`src/rtl/core/bph_pkg.sv`:
```
package bph_pkg;

    // Fixed widths of the stream fields.
    localparam int OP_W       = 2;
    localparam int CHAR_W     = 8;
    localparam int COUNT_W    = 16;

    // Operation codes carried on the slave-side tuser.
    localparam logic [OP_W-1:0] OP_FEED  = 2'd0;
    localparam logic [OP_W-1:0] OP_FETCH = 2'd1;
    localparam logic [OP_W-1:0] OP_CLEAR = 2'd2;

    // One result item as it leaves the controller for the output register.
    typedef struct packed {
        logic               found;
        logic [COUNT_W-1:0] pair_count;
        logic [CHAR_W-1:0]  second_char;
        logic [CHAR_W-1:0]  first_char;
    } bph_result_t;

endpackage

```
`src/rtl/core/bph_out_stage.sv`:
```
module bph_out_stage (
    input  logic                clk,
    input  logic                rst_n,
    input  logic                load,
    input  bph_pkg::bph_result_t result,
    output logic                free,
    output logic                m_axis_tvalid,
    input  logic                m_axis_tready,
    output logic [31:0]         m_axis_tdata,
    output logic [0:0]          m_axis_tuser
);

    import bph_pkg::*;

    logic        valid_reg;
    bph_result_t data_reg;

    // The register is free when empty or when its item leaves this cycle.
    assign free = !valid_reg || m_axis_tready;

    always_ff @(posedge clk or negedge rst_n)
    begin
        if (!rst_n)
        begin
            valid_reg <= 1'b0;
            data_reg  <= '0;
        end
        else
        begin
            if (load)
            begin
                valid_reg <= 1'b1;
                data_reg  <= result;
            end
            else if (m_axis_tready)
            begin
                valid_reg <= 1'b0;
            end
        end
    end

    assign m_axis_tvalid = valid_reg;
    assign m_axis_tdata  = {data_reg.pair_count, data_reg.second_char, data_reg.first_char};
    assign m_axis_tuser  = data_reg.found;

endmodule

```
`config.mk`:
```
export PLATFORM = sky130hd
export DESIGN_NAME = bph_out_stage
export DESIGN_NICKNAME = d
export VERILOG_FILES = /design/src/rtl/core/bph_pkg.sv /design/src/rtl/core/bph_out_stage.sv
export SDC_FILE = /design/constraint.sdc
export NUM_CORES = 1
export LEC_CHECK = 0
export BUFFER_PORTS_ARGS = -buffer_cell sky130_fd_sc_hd__buf_2
export CAP_MARGIN = 20
export CORE_ASPECT_RATIO = 0.8
export CORE_UTILIZATION = 44
export DETAILED_ROUTE_END_ITERATION = 7
export GPL_TIMING_DRIVEN = 1
export PLACE_DENSITY_LB_ADDON = 0.1
export SLEW_MARGIN = 20
export SYNTH_ARGS = -nofsm -noshare
export SYNTH_HDL_FRONTEND = slang
export SYNTH_SLANG_ARGS = --single-unit
```
`constraint.sdc`:
```
create_clock -name clk -period 0.9 [get_ports clk]
set_input_delay 0.225 -clock clk [delete_from_list [all_inputs] [get_ports clk]]
set_output_delay 0.225 -clock clk [all_outputs]
set_load 0.01 [all_outputs]
```
# After elaboration in Yosys (flattened, before gate mapping)

Index checks and enable logic that the tools add are counted.

Muxes and demuxes: 2
Reduce and logical (&&, ||, !) cells: 3

Operators by type and width:

| cell               | number |
|---|---|
| $mux W1            | 2 |
| $reduce_bool A2 Y1 | 1 |
| $logic_not A1 Y1   | 1 |
| $logic_or A1 B1 Y1 | 1 |

Register bits: 34
Input port bits: 37
Logic and storage cells: 10

# Depth between registers and ports, before layout

Word-level depth: 2
Gate-level depth with buffers: 3
Mapped depth without buffers: 2

# Least setup slack after synthesis

OpenSTA, ideal clock, no wires.

Path type: input to register
Start: input load
End: register data_reg, in the netlist m_axis_tdata[0]
Setup time: 0.125 ns
Arrival time: 0.778 ns
Required time: 0.775 ns
Slack: -0.003 ns
Stages: 3
Path buffers: 2
Path through: buf_6 > buf_12 > mux2_4

RTL lines:

| what                   | RTL line            | RTL |
|---|---|---|
| start: declaration     | bph_out_stage.sv:4  | `input logic load,` |
| end signal: assignment | bph_out_stage.sv:33 | `data_reg <= result;` |
| end: declaration       | bph_out_stage.sv:16 | `bph_result_t data_reg;` |

No word-level cell between the ends.

# Worst setup path after layout

Start: register valid_reg (netlist: m_axis_tvalid)
End: output free

Word-level cells in the longest chain between the ends: 2

RTL lines:

| what                     | RTL line            | RTL |
|---|---|---|
| start: declaration       | bph_out_stage.sv:15 | `logic valid_reg;` |
| start signal: assignment | bph_out_stage.sv:25 | `valid_reg <= 1'b0;` |
| start signal: assignment | bph_out_stage.sv:32 | `valid_reg <= 1'b1;` |
| start signal: assignment | bph_out_stage.sv:37 | `valid_reg <= 1'b0;` |
| $logic_not A1 Y1         | bph_out_stage.sv:19 | `assign free = !valid_reg \|\| m_axis_tready;` |
| $logic_or A1 B1 Y1       | bph_out_stage.sv:19 |  |
| end: declaration         | bph_out_stage.sv:6  | `output logic free,` |

Every way passes these cells.

==> results.md <==
* Outcome: finished with violations
* Failing checks: negative setup slack
* Core ar. at a little over 3000 um^2
* Root Driver: clkbuf_8
* Slowest cell on the critical path: dfrtp_1
* Fin crit period at 1.09 ns
* Die Ht at approximately 53 um
* Tcrit/Tclk final at 1.21
* Number of antenna diodes at 0
* Yosys reg bits at 34
* Via density at around 4.6
* Slew Viols, Final at 0
* WL final at between 2000 and 3000 um
* Insertion delay to the later sink of the worst-skew pair at 0.28 ns
* Critical path class: reg2out
* Largest net degree at the start of global routing at 35
* Max clock buf depth at 2
* Syn. warnings at 0
* Fillcell total at between 200 and 250
* Crit end category: output pin
* Routed Antenna Nets at 0
* CP Launch Type: flop
* Largest stage delay, worst path at 0.37 ns
* Die X at 65.4 um
* Synth cell types at 6
* Nets at 210
* Worst-path fanout max at 2
* RSZ-0062 raised after global routing: true
* Global-route wire length before repair at 3970 um
* Clock-pin slew on the worst setup and hold paths at ~0.070 ns
* Pwr dens at 1870 nW/um^2
* Share of layout cells above drive strength 1 at 0.786
* Peak Freq at approximately 920 MHz
* CP Data Arrival Time at 0.86 ns
* Placer Congestion at just over 0.6
* GRT Overall Usage at 0.162
* Worst Setup Slack, final at -0.190 ns
* Dpl ws at -0.124 ns
* # setup viols final at 38
* Area of the multi-input gates at 493 um^2
* Clk sinks at 34
* Final Hold Fails at 0
* Cell count after synthesis at 73
* Initial DRT Pass Iterations at 6
* Initial Util at 0.459
* Total Power at about 4.0 mW
* Worst-path cell chain: nand2b_1, buf_2
* Leak at between 1 and 1.5 nW
* Hold Startpoint: result[6]
* Worst path required time at 0.67 ns
* Worst slew pin tran at 0.179 ns
* Slew Limit Headroom at 0.881
* Hold_ws at roughly 0.17 ns
* Hold Crit Class: in2reg
* Sequential-to-total area share from yosys stat at 0.601
* Commonest non-fill, non-tap cell in the layout: buf_2
* Skew final at 0 ns
* Number of global-route vias before repair at 900
* Mapped Area at ~1400 um^2
* Origin of the critical flop-to-flop path: m_axis_tdata[26]
* Worst VDD drop at between 0.001 and 0.0015 V
* Total CTS buffers at 5
* Synthesized area per cell at 19.4 um^2
* Initial drt markers at 33
* DR WL/cell at between 10 and 15 um
* DIE AREA at 3450 um^2
* DRC at 0
* Crit. Startpoint: m_axis_tvalid
* H-tree depth at 2
* Setup TNS at -4.52 ns
* Post-DP HPWL at 1840 um
* CTS tree: built
* Total gr overflow at 0
* Most frequent cells in the layout: buf_2 (70), dfrtp_1 (34), mux2_4 (29), buf_4 (16), buf_6 (7)
* I/O pin count at 72
* Number of cell rows at 18
* Synth Net Count at 110
* # port buffers at 71
* Area Overhead vs Synth at 50.2%
* Initial antenna violation count at 0
* Sequential standard cell area at around 850 um^2
* DR vias at between 900 and 1000
* Max-cap viol count at 0
power breakdown:
part | switching [mW] | internal (mW) | total [mW]
clock | 0.505 | 0.885 | 1.39
combinational | 0.302 | 0.530 | 0.832
sequential | 0.0805 | 1.68 | 1.76
state kept, by name (all words and copies together) (netlist names):
register       flops
m_axis_tdata      32
m_axis_tuser       1
m_axis_tvalid      1
Yosys cell counts:
master    count  area [um^2]
dfrtp_1      34          851
mux2_4       29          435
mux2_2        4         45.0
buf_12        3         60.1
nand2b_1      2         12.5
buf_6         1         11.3
area by class of cell:
cell class,instances,share of cell area
Sequential cell,34,0.400
Clock inverter,1,0.0141
Multi-Input combinational cell,35,0.232
Clock buffer,6,0.0388
Timing Repair Buffer,97,0.291
Tap cell,40,0.0235
logic make-up after synthesis:
group	after synthesis	synth area share
and+or+nand+nor	2	0.00884
buffers and inverters	4	0.0504
DFF	34	0.601
muxes	33	0.340
metal layers:
metal  wire [um]  part of all wire  vias up  track usage
met5           0                 0        -            0
met4          26            0.0096        0       0.0652
met3         178             0.066        3       0.0587
met2        1370              0.51       41        0.287
met1        1130              0.42      475        0.178
li1            -                 -      451            -
worst max-delay path, delay by kind of cell, from the launching register on:
family / cells / cell delay (ns)
buffers and inverters: 1 / 0.13
DFF: 1 / 0.37
and+or+nand+nor: 1 / 0.09
worst paths after layout:
kind,end,slack (ns),cells past startpoint
worst max-delay path,free,-0.19,2
worst min-delay path,m_axis_tdata[6],0.17,2
worst max register to register,m_axis_tdata[26],-0.09,3
worst min register to register,m_axis_tdata[28],0.51,1
max in group asynchronous,m_axis_tdata[27],0.29,3
min in group asynchronous,m_axis_tdata[9],0.43,3
repair_timing:
item	CTS	global route
setup endpoints to repair	35	40
hold buffers	1	0
setup buffers	14	8
hold endpoints to repair	34	0
resized for setup	0	7
through the flow:
step	instances	utilization	instance area (um^2)
after floorplan	73	-	1420
after global placement	183	0.586	1810
after detailed placement	183	0.586	1810
after CTS	205	0.660	2040
after global routing	213	0.689	2130
final	213	0.689	2130
Power figures use the tool's default switching activity.
